--- config.mk ---
export PLATFORM = sky130hd
export DESIGN_NAME = pmwt_back_flat
export DESIGN_NICKNAME = d
export VERILOG_FILES = /design/src/hdl/pmwt_pkg.sv /design/src/hdl/pmwt_out_if.sv /design/src/hdl/pmwt_back.sv /design/src/flat_wrapper.sv
export SDC_FILE = /design/constraint.sdc
export NUM_CORES = 1
export LEC_CHECK = 0
export ABC_AREA = 1
export BUFFER_PORTS_ARGS = -buffer_cell sky130_fd_sc_hd__buf_2
export CELL_PAD_IN_SITES_DETAIL_PLACEMENT = 1
export CELL_PAD_IN_SITES_GLOBAL_PLACEMENT = 2
export CORE_ASPECT_RATIO = 0.5
export CORE_MARGIN = 3
export CORE_UTILIZATION = 28
export CTS_CLUSTER_SIZE = 20
export DETAILED_ROUTE_END_ITERATION = 10
export GPL_ROUTABILITY_DRIVEN = 0
export GPL_TIMING_DRIVEN = 0
export PLACE_DENSITY_LB_ADDON = 0.1
export SLEW_MARGIN = 20
export SYNTH_ARGS = -nofsm -noshare
export SYNTH_HDL_FRONTEND = slang
export SYNTH_SLANG_ARGS = --single-unit
--- constraint.sdc ---
create_clock -name clk_i -period 1.9 [get_ports clk_i]
set_input_delay 0.19 -clock clk_i [delete_from_list [all_inputs] [get_ports clk_i]]
set_output_delay 0.19 -clock clk_i [all_outputs]
set_load 0.01 [all_outputs]
--- src/hdl/pmwt_pkg.sv ---
// Shared types and constants for the per-CPU minimum watermark tracker.
// No dependencies; the top level, front end and back end import this package.
package pmwt_pkg;

  localparam int IDX_W = 6;
  localparam int CNT_W = 7;
  localparam int TS_W  = 64;

  localparam logic [CNT_W-1:0] CPU_COUNT_RST = 7'd64;

  typedef struct packed {
    logic [IDX_W-1:0] cpu_index;
    logic [TS_W-1:0]  ts;
    logic             in_range;
    logic             last;
  } item_t;

  typedef struct packed {
    logic [TS_W-1:0] ns;
    logic [TS_W-1:0] vt;
  } entry_t;

  typedef struct packed {
    logic clearing;
  } back_status_t;

endpackage

--- src/hdl/pmwt_out_if.sv ---
// Output channel: one round result per word, valid/ready handshake.
// No dependencies.
interface pmwt_out_if;
  logic        valid;
  logic        ready;
  logic [63:0] global_ns;
  logic [63:0] global_vtime;
  logic [63:0] current_vtime;
  logic        any_cpu_advanced;
  logic        watermark_update;
  logic        vtime_advanced;
  logic        vtime_ticked;

  modport source (output valid, global_ns, global_vtime, current_vtime, any_cpu_advanced,
                  watermark_update, vtime_advanced, vtime_ticked, input ready);
  modport sink   (input valid, global_ns, global_vtime, current_vtime, any_cpu_advanced,
                  watermark_update, vtime_advanced, vtime_ticked, output ready);
endinterface

--- src/hdl/pmwt_back.sv ---
// Back end: per-CPU update, end-of-round minimum walk, global marks, result register.
// Depends on pmwt_pkg and pmwt_out_if; drives the per-CPU RAM held in the top level.
module pmwt_back #(
  parameter int MAX_CPUS = 64
) (
  input  logic                                     clk_i,
  input  logic                                     rst_ni,
  input  logic                                     cfg_we_i,
  input  logic [pmwt_pkg::CNT_W-1:0]               cfg_wdata_i,
  input  logic                                     head_valid_i,
  input  pmwt_pkg::item_t                          head_i,
  output logic                                     pop_o,
  output pmwt_pkg::back_status_t                   status_o,
  pmwt_out_if.source                               out_o,
  output logic                                     ram_we_o,
  output logic [((MAX_CPUS > 1) ? $clog2(MAX_CPUS) : 1)-1:0] ram_waddr_o,
  output pmwt_pkg::entry_t                         ram_wdata_o,
  output logic [((MAX_CPUS > 1) ? $clog2(MAX_CPUS) : 1)-1:0] ram_raddr_o,
  input  pmwt_pkg::entry_t                         ram_rdata_i
);
  import pmwt_pkg::*;

  localparam int AW = (MAX_CPUS > 1) ? $clog2(MAX_CPUS) : 1;
  localparam int NW = ($clog2(MAX_CPUS + 1) > CNT_W) ? $clog2(MAX_CPUS + 1) : CNT_W;

  localparam logic [2:0] S_CLR  = 3'd0;
  localparam logic [2:0] S_IDLE = 3'd1;
  localparam logic [2:0] S_UPD  = 3'd2;
  localparam logic [2:0] S_WALK = 3'd3;
  localparam logic [2:0] S_TAIL = 3'd4;
  localparam logic [2:0] S_FIN  = 3'd5;

  logic [2:0]       state_q, state_d;
  logic [AW-1:0]    clr_cnt_q, clr_cnt_d;
  logic [NW-1:0]    walk_cnt_q, walk_cnt_d;
  logic             rd_pend_q, rd_pend_d;
  logic [TS_W-1:0]  min_ns_q, min_ns_d;
  logic [TS_W-1:0]  min_vt_q, min_vt_d;
  logic [TS_W-1:0]  g_ns_q, g_ns_d;
  logic [TS_W-1:0]  g_vt_q, g_vt_d;
  logic [TS_W-1:0]  vcnt_q, vcnt_d;
  logic             changed_q, changed_d;
  logic [CNT_W-1:0] cpu_count_q;
  logic             out_valid_q, out_valid_d;
  logic             out_load;
  logic             out_any_q, out_wm_q, out_vadv_q, out_tick_q;
  logic [NW-1:0]    cnt_ext;
  logic [NW-1:0]    n_last;
  logic             wm, vadv, tick;

  assign cnt_ext = NW'(cpu_count_q);

  always_comb begin
    if (cnt_ext == '0) begin
      n_last = '0;
    end else if (cnt_ext > NW'(MAX_CPUS)) begin
      n_last = NW'(MAX_CPUS - 1);
    end else begin
      n_last = cnt_ext - NW'(1);
    end
  end

  assign wm       = min_ns_q > g_ns_q;
  assign vadv     = min_vt_q > g_vt_q;
  assign tick     = !wm && !changed_q;
  assign out_load = (state_q == S_FIN) && (!out_valid_q || out_o.ready);

  always_comb begin
    state_d     = state_q;
    clr_cnt_d   = clr_cnt_q;
    walk_cnt_d  = walk_cnt_q;
    rd_pend_d   = 1'b0;
    min_ns_d    = min_ns_q;
    min_vt_d    = min_vt_q;
    g_ns_d      = g_ns_q;
    g_vt_d      = g_vt_q;
    vcnt_d      = vcnt_q;
    changed_d   = changed_q;
    pop_o       = 1'b0;
    ram_we_o    = 1'b0;
    ram_waddr_o = AW'(head_i.cpu_index);
    ram_wdata_o = '{ns: head_i.ts, vt: vcnt_q};
    ram_raddr_o = AW'(head_i.cpu_index);
    out_valid_d = (out_valid_q && out_o.ready) ? 1'b0 : out_valid_q;

    // fold walk data in the cycle after its read
    if (rd_pend_q) begin
      if (ram_rdata_i.ns < min_ns_q) min_ns_d = ram_rdata_i.ns;
      if (ram_rdata_i.vt < min_vt_q) min_vt_d = ram_rdata_i.vt;
    end

    case (state_q)
      S_CLR: begin
        ram_we_o    = 1'b1;
        ram_waddr_o = clr_cnt_q;
        ram_wdata_o = '0;
        clr_cnt_d   = clr_cnt_q + AW'(1);
        if (clr_cnt_q == AW'(MAX_CPUS - 1)) state_d = S_IDLE;
      end
      S_IDLE: begin
        if (head_valid_i) state_d = S_UPD;
      end
      S_UPD: begin
        pop_o = 1'b1;
        if (head_i.in_range && (head_i.ts > ram_rdata_i.ns)) begin
          ram_we_o  = 1'b1;
          changed_d = 1'b1;
        end
        if (head_i.last) begin
          min_ns_d   = '1;
          min_vt_d   = '1;
          walk_cnt_d = '0;
          state_d    = S_WALK;
        end else begin
          state_d = S_IDLE;
        end
      end
      S_WALK: begin
        ram_raddr_o = walk_cnt_q[AW-1:0];
        rd_pend_d   = 1'b1;
        walk_cnt_d  = walk_cnt_q + NW'(1);
        if (walk_cnt_q == n_last) state_d = S_TAIL;
      end
      S_TAIL: begin
        state_d = S_FIN;
      end
      S_FIN: begin
        if (out_load) begin
          if (wm)   g_ns_d = min_ns_q;
          if (vadv) g_vt_d = min_vt_q;
          if (tick) vcnt_d = vcnt_q + 64'd1;
          changed_d   = 1'b0;
          out_valid_d = 1'b1;
          state_d     = S_IDLE;
        end
      end
      default: state_d = S_IDLE;
    endcase
  end

  assign status_o.clearing = state_q == S_CLR;

  always_ff @(posedge clk_i or negedge rst_ni) begin
    if (!rst_ni) begin
      state_q     <= S_CLR;
      clr_cnt_q   <= '0;
      walk_cnt_q  <= '0;
      rd_pend_q   <= 1'b0;
      g_ns_q      <= '0;
      g_vt_q      <= '0;
      vcnt_q      <= '0;
      changed_q   <= 1'b0;
      cpu_count_q <= CPU_COUNT_RST;
      out_valid_q <= 1'b0;
    end else begin
      state_q     <= state_d;
      clr_cnt_q   <= clr_cnt_d;
      walk_cnt_q  <= walk_cnt_d;
      rd_pend_q   <= rd_pend_d;
      g_ns_q      <= g_ns_d;
      g_vt_q      <= g_vt_d;
      vcnt_q      <= vcnt_d;
      changed_q   <= changed_d;
      out_valid_q <= out_valid_d;
      if (cfg_we_i) cpu_count_q <= cfg_wdata_i;
    end
  end

  always_ff @(posedge clk_i) begin
    min_ns_q <= min_ns_d;
    min_vt_q <= min_vt_d;
    if (out_load) begin
      out_any_q  <= changed_q;
      out_wm_q   <= wm;
      out_vadv_q <= vadv;
      out_tick_q <= tick;
    end
  end

  assign out_o.valid            = out_valid_q;
  assign out_o.global_ns        = g_ns_q;
  assign out_o.global_vtime     = g_vt_q;
  assign out_o.current_vtime    = vcnt_q;
  assign out_o.any_cpu_advanced = out_any_q;
  assign out_o.watermark_update = out_wm_q;
  assign out_o.vtime_advanced   = out_vadv_q;
  assign out_o.vtime_ticked     = out_tick_q;

endmodule

--- src/flat_wrapper.sv ---
// flat-port wrapper written by rule: the top's interface ports become plain ports
module pmwt_back_flat import pmwt_pkg::*;
#(
  parameter int MAX_CPUS = 64
)
  (clk_i, rst_ni, cfg_we_i, cfg_wdata_i, head_valid_i, head_i, pop_o, status_o, ram_we_o, ram_waddr_o, ram_wdata_o, ram_raddr_o, ram_rdata_i, out_o_valid, out_o_global_ns, out_o_global_vtime, out_o_current_vtime, out_o_any_cpu_advanced, out_o_watermark_update, out_o_vtime_advanced, out_o_vtime_ticked, out_o_ready);
  pmwt_out_if out_o_i ();
  input  logic clk_i;
  input  logic rst_ni;
  input  logic cfg_we_i;
  input  logic [pmwt_pkg::CNT_W-1:0] cfg_wdata_i;
  input  logic head_valid_i;
  input  pmwt_pkg::item_t head_i;
  output logic pop_o;
  output pmwt_pkg::back_status_t status_o;
  output logic ram_we_o;
  output logic [((MAX_CPUS > 1) ? $clog2(MAX_CPUS) : 1)-1:0] ram_waddr_o;
  output pmwt_pkg::entry_t ram_wdata_o;
  output logic [((MAX_CPUS > 1) ? $clog2(MAX_CPUS) : 1)-1:0] ram_raddr_o;
  input  pmwt_pkg::entry_t ram_rdata_i;
  output wire logic [$bits(out_o_i.valid)-1:0] out_o_valid;
  output wire logic [$bits(out_o_i.global_ns)-1:0] out_o_global_ns;
  output wire logic [$bits(out_o_i.global_vtime)-1:0] out_o_global_vtime;
  output wire logic [$bits(out_o_i.current_vtime)-1:0] out_o_current_vtime;
  output wire logic [$bits(out_o_i.any_cpu_advanced)-1:0] out_o_any_cpu_advanced;
  output wire logic [$bits(out_o_i.watermark_update)-1:0] out_o_watermark_update;
  output wire logic [$bits(out_o_i.vtime_advanced)-1:0] out_o_vtime_advanced;
  output wire logic [$bits(out_o_i.vtime_ticked)-1:0] out_o_vtime_ticked;
  input wire logic [$bits(out_o_i.ready)-1:0] out_o_ready;
  assign out_o_valid = out_o_i.valid;
  assign out_o_global_ns = out_o_i.global_ns;
  assign out_o_global_vtime = out_o_i.global_vtime;
  assign out_o_current_vtime = out_o_i.current_vtime;
  assign out_o_any_cpu_advanced = out_o_i.any_cpu_advanced;
  assign out_o_watermark_update = out_o_i.watermark_update;
  assign out_o_vtime_advanced = out_o_i.vtime_advanced;
  assign out_o_vtime_ticked = out_o_i.vtime_ticked;
  assign out_o_i.ready = out_o_ready;
  pmwt_back #(.MAX_CPUS(MAX_CPUS)) u_core (.clk_i(clk_i), .rst_ni(rst_ni), .cfg_we_i(cfg_we_i), .cfg_wdata_i(cfg_wdata_i), .head_valid_i(head_valid_i), .head_i(head_i), .pop_o(pop_o), .status_o(status_o), .out_o(out_o_i), .ram_we_o(ram_we_o), .ram_waddr_o(ram_waddr_o), .ram_wdata_o(ram_wdata_o), .ram_raddr_o(ram_raddr_o), .ram_rdata_i(ram_rdata_i));
endmodule
# After elaboration in Yosys (flattened, before gate mapping)
# Index checks and enable logic that the tools add are counted.
[totals]
input_bits = 212
romBits = 0
word_cells = 88
n_memories = 0
ram_bits = 0
latchBits = 0
ff_bits = 350
[op_classes]
bitwise = 0
magnitude_cmp = 6
n_shift = 0
eq_ne = 13
mux = 31
multipliers = 0
n_div = 0
n_reduce_logical = 18
addsub = 4
[ops]
columns = ["cell", "count"]
rows = [
  ["$mux W64", 8],
  ["$gt A64 B64 Y1", 3],
  ["$lt A64 B64 Y1", 2],
  ["$mux W128", 1],
  ["$add A64 B1 Y64 const B", 1],
  ["$mux W7", 3],
  ["$pmux W3 S6", 1],
  ["$pmux W7 S2", 1],
  ["$mux W3", 4],
  ["$mux W6", 2],
  ["$reduce_and A3 Y1", 4],
  ["$mux W1", 8],
  ["$ne A2 B1 Y1 const B", 4],
  ["$add A7 B1 Y7 const B", 1],
  ["$eq A7 B7 Y1", 1],
  ["$gt A7 B7 Y1 const B", 1],
  ["$logic_not A7 Y1", 1],
  ["$sub A7 B1 Y7 const B", 1],
  ["$add A6 B1 Y6 const B", 1],
  ["$eq A3 B2 Y1 const B", 2],
  ["$eq A3 B3 Y1 const B", 2],
  ["$eq A6 B6 Y1 const B", 1],
  ["$logic_and A1 B1 Y1", 4],
  ["$ne A2 B2 Y1 const B", 2],
  ["other kinds (9)", 13],
]

# Longest topological paths before layout
# Gate-level depths: netlist of run 1.
[depth]
ltp_word = 6
depth_mapped = 20
depth_no_buf = 19

# Worst setup path after synthesis of run 1
# OpenSTA, ideal clock, no wires.
[synth_path]
kind = "register -> register"
start = "reg u_core.g_ns_q[55], in the netlist u_core.out_o.global_ns[55]"
end = "reg u_core.g_ns_q[47], in the netlist u_core.out_o.global_ns[47]"
slack_ns = -0.133
path_buffers = 2
arrival_ns = 1.915
required_ns = 1.782
setup_ns = 0.118
stages_incl_launch_ff = 14
path_cell_list = "dfrtp_1 > inv_1 > ha_1 > nand2_1 > nor4_1 > nand2_1 > nor2_2 > nand2_1 > nand2_1 > nand3_2 > buf_6 > buf_2 > nand2_1 > o21ai_2"
[synth_via]
elab_chain_cells = 2
[synth_rtl]
columns = ["element", "line", "rtl"]
rows = [
  ["start, declared", "pmwt_back.sv:39", "logic [TS_W-1:0] g_ns_q, g_ns_d;"],
  ["start signal, assigned", "pmwt_back.sv:160", "g_ns_q <= g_ns_d;"],
  ["$gt A64 B64 Y1", "pmwt_back.sv:63", "assign wm = min_ns_q > g_ns_q;"],
  ["$reduce_and A3 Y1 (no line)", "-", ""],
]
# No other way between the ends.
# A chain may end at the register's enable or synchronous reset.

# Final worst setup path of run 1
[layout_path]
start = "reg u_core.g_ns_q[47], in the netlist u_core.out_o.global_ns[47]"
end = "reg u_core.vcnt_q[42], in the netlist u_core.out_o.current_vtime[42]"
[layout_via]
elab_chain_cells = 4
[layout_rtl]
columns = ["element", "line", "rtl"]
rows = [
  ["$gt A64 B64 Y1", "pmwt_back.sv:63", ""],
  ["$logic_not A1 Y1", "pmwt_back.sv:65", "assign tick = !wm && !changed_q;"],
  ["$logic_and A1 B1 Y1", "pmwt_back.sv:65", ""],
  ["$reduce_and A3 Y1 (no line)", "-", ""],
  ["end signal, assigned", "pmwt_back.sv:162", "vcnt_q <= vcnt_d;"],
  ["end, declared", "pmwt_back.sv:41", "logic [TS_W-1:0] vcnt_q, vcnt_d;"],
]
# No other way between the ends.

==> results.ini, run 1 <==
[cells_and_area]
nFillCells = 10560
drive_gt1_frac = 0.4134
final_nets = 4984
areaGrowthSynthToFinish_pct = 60.81

[critical_path]
crit_fanout = 6
crit_slowest_cell = dfrtp_1
path_class = reg -> reg
crit_path_max_incr_delay_ps = 390
worstRegToRegCells = 12
cp.arrival_ps = 3010
start_kind = flop
end_kind = flop
cp.required_ps = 2370
crit_chain = inv_2 > ha_4 > nand4_1 > nor2_2 > nand3b_1 > nor2_4 > nand4_4 > nand2_8 > nand3_4 > buf_6 > nand2_2 > nand2_1
reg2reg_setup_slack_ps = -640
reg2reg_to = u_core.out_o.current_vtime[42]
reg2reg_from = u_core.out_o.global_ns[47]

[grt]
grt-ovfl-total = 0
grt_use_total = 0.2364
grt_pass1_vias = 28740
antenna_found_initial = 6
grt_pass1_wl_um = 173000
grt_max_degree = 74

[synthesis]
syn_nets = 4028
synth-seq-cells = 350
syn_area_per_cell_sq_um = 7.251
synth_area_sq_um = 25330
netlist_top_cells_area = dfrtp_1, ha_1, nand2_1, dfxtp_1, inv_1
synth_edf_count = 4
syn_inst = 3493
ys_seq_area_frac = 0.3214
ys_warn_count = 0
synth_top_area_frac = 0.2144
synth_ff_type = dfrtp_1
yosys.area.top_type = dfrtp_1
async_flop_share = 0.6229
ys_types = 47

[clock_tree]
cts.sinks = 350
clk_path_buf_depth = 3
h-tree-depth = 2
cts_tree = built
cts_root_buf = clkbuf_16
clock_latency_ps = 590
cts_made_buffers = 42
clkSlewWorstSetupHoldPaths_ps = 70

[power]
pwr_density_cell_nw_per_um2 = 1409
ir_drop_uv = 660.7
leakagePower_nw = 20.47

[timing]
tns_ps = -225810
max_freq_mhz = 394.1
skew_ps = 22.67
slew_headroom = 0.2148
timing.final.hold_violations = 0
rsz0062_at_grt = yes
final.min_clock_period_ps = 2537
slew_violations = 0
whs_ps = 21.05
fin_ws_ps = -637.2
worst_pin_slew_ps = 1178
fin_crit_sh = 1.335
setup_viol_count_final = 477

[hold_path]
worstHoldPathCells = 5
hp-start = head_i[1]
min_path_type = in -> reg
hold_end = u_core.changed_q

[floorplan]
chipWidth_um = 431.3
ios = 552
die_area_sq_um = 94320
core-area_sq_um = 89020
die_y_um = 218.7
start_util = 0.2845
placementRows = 77

[routing]
dr.pass1.iters = 5
drt-vias-per-instance = 4.876
drc_errors = 0
drtIter0Drc = 1108
drtAntennaViolNets = 0
wirelength_um = 121100
route.vias.total = 27660
routedWlPerCell_um = 21.35

[run_status]
status = finished with violations
violations = negative setup slack

[place]
post-dp-hpwl_um = 85250
portBuffers = 551

[flow_run]
maxCapViolCount = 0

## synth_stat cells (2+ instances only)
cell type,instances
nand3b_1,5
inv_1,545
buf_6,38
nor4_1,10
nand2_2,4
dfxtp_1,128
buf_2,60
nand3_2,4
xnor2_1,3
o211ai_1,5
edfxtp_1,4
a31oi_1,3
o21ai_1,5
a21o_1,3
nand2_1,852
o21a_1,14
or2_2,2
o21ai_2,60
buf_4,6
a21boi_0,2
nand3_1,327
dfrtp_1,217
xor2_1,63
nor4_2,2
and3_1,2
o31ai_1,2
nor3_2,4
clkbuf_1,35
a21oi_1,161
o21ai_0,81
nor3_1,49
nand4_1,170
nor2_1,282
nor2_2,7
nand3_4,2
ha_1,323
a211oi_1,2
o21bai_1,2
## layout make-up
class,instances,area (sq um),share of cell area
Tap cell,1185,1483,0.03640
Antenna cell,5,12.51,0.0003072
Clock inverter,15,186.4,0.004577
Buffer,138,1813,0.04451
Inverter,545,2061,0.05060
Timing Repair Buffer,908,7436,0.1826
Clock buffer,62,1207,0.02965
Sequential cell,350,8309,0.2040
Multi-Input combinational cell,2464,18220,0.4474
## cell usage in the layout, fill, tap and decap left out, types with 23 or more instances in the layout
cell type / netlist / final
nor2_1: 282 / 222
nor2_4: 1 / 46
nand2_4: 0 / 113
ha_1: 323 / 273
nand4_1: 170 / 170
buf_6: 38 / 96
dfxtp_4: 0 / 24
nand2_1: 852 / 542
dfxtp_1: 128 / 45
dlygate4sd3_1: 0 / 139
nand3_2: 4 / 182
nand3_1: 327 / 136
nand2_2: 4 / 196
o21ai_0: 81 / 57
buf_4: 6 / 104
buf_12: 0 / 56
inv_1: 545 / 503
o21ai_2: 60 / 69
clkbuf_16: 0 / 90
buf_2: 60 / 528
dfrtp_1: 217 / 212
clkbuf_1: 35 / 24
inv_2: 0 / 36
nor3_1: 49 / 41
xor2_1: 63 / 63
dfxtp_2: 0 / 59
buf_8: 0 / 34
ha_4: 0 / 49
a21oi_2: 0 / 23
a21oi_1: 161 / 134
## worst max path at each step
stage / startpoint / to / slack, ps
after CTS: u_core.out_o.global_ns[60] / u_core.out_o.current_vtime[42] / -620
after global placement: rst_ni / u_core.out_o.global_ns[32] / -4310
after detailed placement: u_core.state_q[0] / ram_wdata_o[62] / -1210
final: u_core.out_o.global_ns[47] / u_core.out_o.current_vtime[42] / -640
after global routing: u_core.out_o.global_ns[53] / u_core.out_o.current_vtime[34] / -760
after floorplan: u_core.out_o.global_vtime[63] / u_core.out_o.global_vtime[23] / -90
## sequential cells by signal (all words and copies together) (netlist names)
| signal | flops |
|---|---|
| u_core.state_q | 3 |
| u_core.changed_q | 1 |
| u_core.out_o.vtime_ticked | 1 |
| u_core.cnt_ext | 7 |
| u_core.out_o.current_vtime | 64 |
| u_core.min_ns_q | 64 |
| u_core.clr_cnt_q | 6 |
| u_core.walk_cnt_q | 7 |
| u_core.out_o.valid | 1 |
| u_core.rd_pend_q | 1 |
| u_core.out_o.watermark_update | 1 |
| u_core.out_o.global_ns | 64 |
| u_core.out_o.any_cpu_advanced | 1 |
| u_core.out_o.vtime_advanced | 1 |
| u_core.min_vt_q | 64 |
| u_core.out_o.global_vtime | 64 |
## stage by stage
step	utilization	setup WS [ps]	power, mW	cells	instance area, sq um
after floorplan	-	-94.84	27.90	3493	25710
after global placement	0.3365	-4305	35.92	5229	29950
after detailed placement	0.3378	-1207	36.78	5233	30080
after CTS	0.4072	-620.5	50.57	5558	36250
after global routing	0.4574	-756.0	62.06	5667	40720
final	0.4575	-637.2	57.37	5672	40730
## where the power goes
| part | total, mW | switching [mW] | internal (mW) |
|---|---|---|---|
| Combinational | 34.6 | 18.7 | 15.9 |
| Sequential | 14.1 | 3.41 | 10.7 |
| Clock | 8.66 | 3.70 | 4.96 |
| Total | 57.4 | 25.9 | 31.5 |
## logic make-up after synthesis
logic type / count (synthesis) / synth area share
flops: 350 / 0.3214
fa+ha+maj: 323 / 0.1596
simple gates: 1727 / 0.2999
xor+xnor: 66 / 0.02282
compound gates: 341 / 0.07954
buf+inv: 686 / 0.1168
## per-layer routing
metal	GRT usage	wire, um	vias to the layer above
met3	0.03136	3926	175
li1	-	-	13350
met1	0.2813	49810	13700
met4	0.06670	3769	8
met2	0.4431	63550	418
met5	0	53	-
## critical path: cells and delay by family, from the launching register on
family                   cells  cell delay, ps
AND/OR/NAND/NOR              9            1460
adder cells (fa/ha/maj)      1             270
buffers and inverters        2             290
flip-flops                   1             390
## repair_timing
action | in CTS | in global routing
hold buffers | 139 | 0
buffers inserted | 77 | 81
pin swaps | 73 | 149
gates resized for setup | 548 | 789
endpoints found under the setup margin | 480 | 477
gates cloned | 33 | 35
hold endpoints to repair | 355 | 0
No activity file was read; power rests on OpenSTA's default activity.
==> inputs of run 2 (changes only) <==
--- a/config.mk
+++ b/config.mk
@@ -16,6 +16,7 @@
 export DETAILED_ROUTE_END_ITERATION = 10
 export GPL_ROUTABILITY_DRIVEN = 0
 export GPL_TIMING_DRIVEN = 0
+export HOLD_SLACK_MARGIN = 0.06
 export PLACE_DENSITY_LB_ADDON = 0.1
 export SLEW_MARGIN = 20
 export SYNTH_ARGS = -nofsm -noshare
==> results.ini, run 2 (synthesized netlist as in run 1, its figures left out) <==
[timing]
timing.final.hold_violations = 0
final.min_clock_period_ps = 2545
worst_pin_slew_ps = 1134
skew_ps = 22.69
rsz0062_at_grt = yes
fin_crit_sh = 1.340
fin_ws_ps = -645.5
slew_violations = 0
max_freq_mhz = 392.9
setup_viol_count_final = 476
whs_ps = 88.74
slew_headroom = 0.2440
tns_ps = -225990

[power]
comb_power_share = 0.604
pwr_density_cell_nw_per_um2 = 1409
p_int_mw = 31.51
ir_drop_uv = 660.0
switching_share = 0.4509
seqPwrFrac = 0.245
pwr-share-clk = 0.151
p_total_mw = 57.39
switchingPower_mw = 25.88
leakagePower_nw = 20.47

[routing]
drtIter0Drc = 1128
dr.pass1.iters = 6
route.vias.total = 27630
drc_errors = 0
drtAntennaViolNets = 0
wirelength_um = 121200
drt-vias-per-instance = 4.870
routedWlPerCell_um = 21.36

[clock_tree]
cts_root_buf = clkbuf_16
clkSlewWorstSetupHoldPaths_ps = 70
cts_made_buffers = 42
clock_latency_ps = 590
clk_path_buf_depth = 3
h-tree-depth = 2
cts.sinks = 350
cts_tree = built

[cells_and_area]
final_cells = 5673
final_core_util = 0.4576
layout.cells.most_common_list = nand2_1, buf_2, inv_1
nFillCells = 10560
postLayoutCellArea_sq_um = 40740
final_nets = 4985
final_common_cell = nand2_1
areaGrowthSynthToFinish_pct = 60.85
drive_gt1_frac = 0.4133

[floorplan]
core-area_sq_um = 89020
placementRows = 77
ios = 552
start_util = 0.2845
chipWidth_um = 431.3
die_area_sq_um = 94320
die_y_um = 218.7

[critical_path]
start_kind = flop
cp.arrival_ps = 3020
path_class = reg -> reg
crit_slowest_cell = dfrtp_1
cp.required_ps = 2380
crit_path_max_incr_delay_ps = 390
crit_fanout = 5
end_kind = flop
crit_chain = inv_2 > ha_4 > nand4_1 > nor2_2 > nand3b_1 > nor2_4 > nand4_4 > nand2_8 > buf_12 > nand3_4 > buf_6 > nand2_4 > nand2_2

[place]
portBuffers = 551
post-dp-hpwl_um = 85250
place_ws_ps = -1207
dpl-instance-area_sq_um = 30080
dp_cells = 5233

[grt]
grt_pass1_vias = 28750
grt_max_degree = 74
grt_use_total = 0.2364
grt-ovfl-total = 0
grt_pass1_wl_um = 173000
antenna_found_initial = 6

[hold_path]
min_path_type = in -> async

[flow_run]
maxCapViolCount = 0

[run_status]
status = finished with violations
violations = negative setup slack

run 2: cell count changes in the layout (fill, tap and decap cells not counted):
cell           delta
dlygate4sd3_1     +1
run 2: area by class of cell:
type                       count  area, sq um  area share
sequential                   350         8309      0.2040
inverter                     545         2061     0.05059
buffer                       138         1813     0.04450
antenna                        5        12.51   0.0003071
clock buffer                  62         1207     0.02964
multi-input combinational   2464        18220      0.4473
timing repair buffer         909         7446      0.1828
tap                         1185         1483     0.03640
clock inverter                15        186.4    0.004576
run 2: power by group through the flow:
| stage | Combinational [mW] | Clock, mW | Sequential, mW |
|---|---|---|---|
| after detailed placement | 23.5 | 0 | 13.3 |
| after global placement | 22.7 | 0 | 13.2 |
| after floorplan | 14.9 | 0 | 13.0 |
| after CTS | 28.4 | 8.96 | 13.2 |
| final | 34.7 | 8.66 | 14.1 |
| after global routing | 38.3 | 9.25 | 14.5 |
run 2: final timing paths:
path,from,cells past startpoint,slack [ps],end
setup / recovery,u_core.out_o.global_ns[47],13,-650,u_core.out_o.current_vtime[15]
hold / removal,rst_ni,2,90,u_core.out_o.global_vtime[12]
setup reg to reg,u_core.out_o.global_ns[47],13,-650,u_core.out_o.current_vtime[15]
hold reg to reg,u_core.min_ns_q[59],2,470,u_core.min_ns_q[59]
max in group asynchronous,rst_ni,3,1000,u_core.cnt_ext[6]
min in group clk_i,head_i[0],6,200,u_core.walk_cnt_q[5]
run 2: worst max-delay path, delay by kind of cell (launching register included):
family,cells,cell delay [ps]
simple gates,9,1370
flops,1,390
buf+inv,3,380
fa+ha+maj,1,270
run 2: repair_timing:
action                                 4_1_cts  5_1_grt
setup buffers                               77       81
endpoints found under the hold margin      355        0
gates cloned                                33       35
hold buffers                               140        0
setup endpoints to repair                  480      477
pin swaps                                   73      149
resized for setup                          548      789
run 2: per-layer routing:
layer	wire length [um]	up-vias	GRT usage
met2	63580	420	0.4431
met3	4040	176	0.03136
li1	-	13350	-
met5	53	-	0
met1	49720	13670	0.2814
met4	3757	8	0.06670
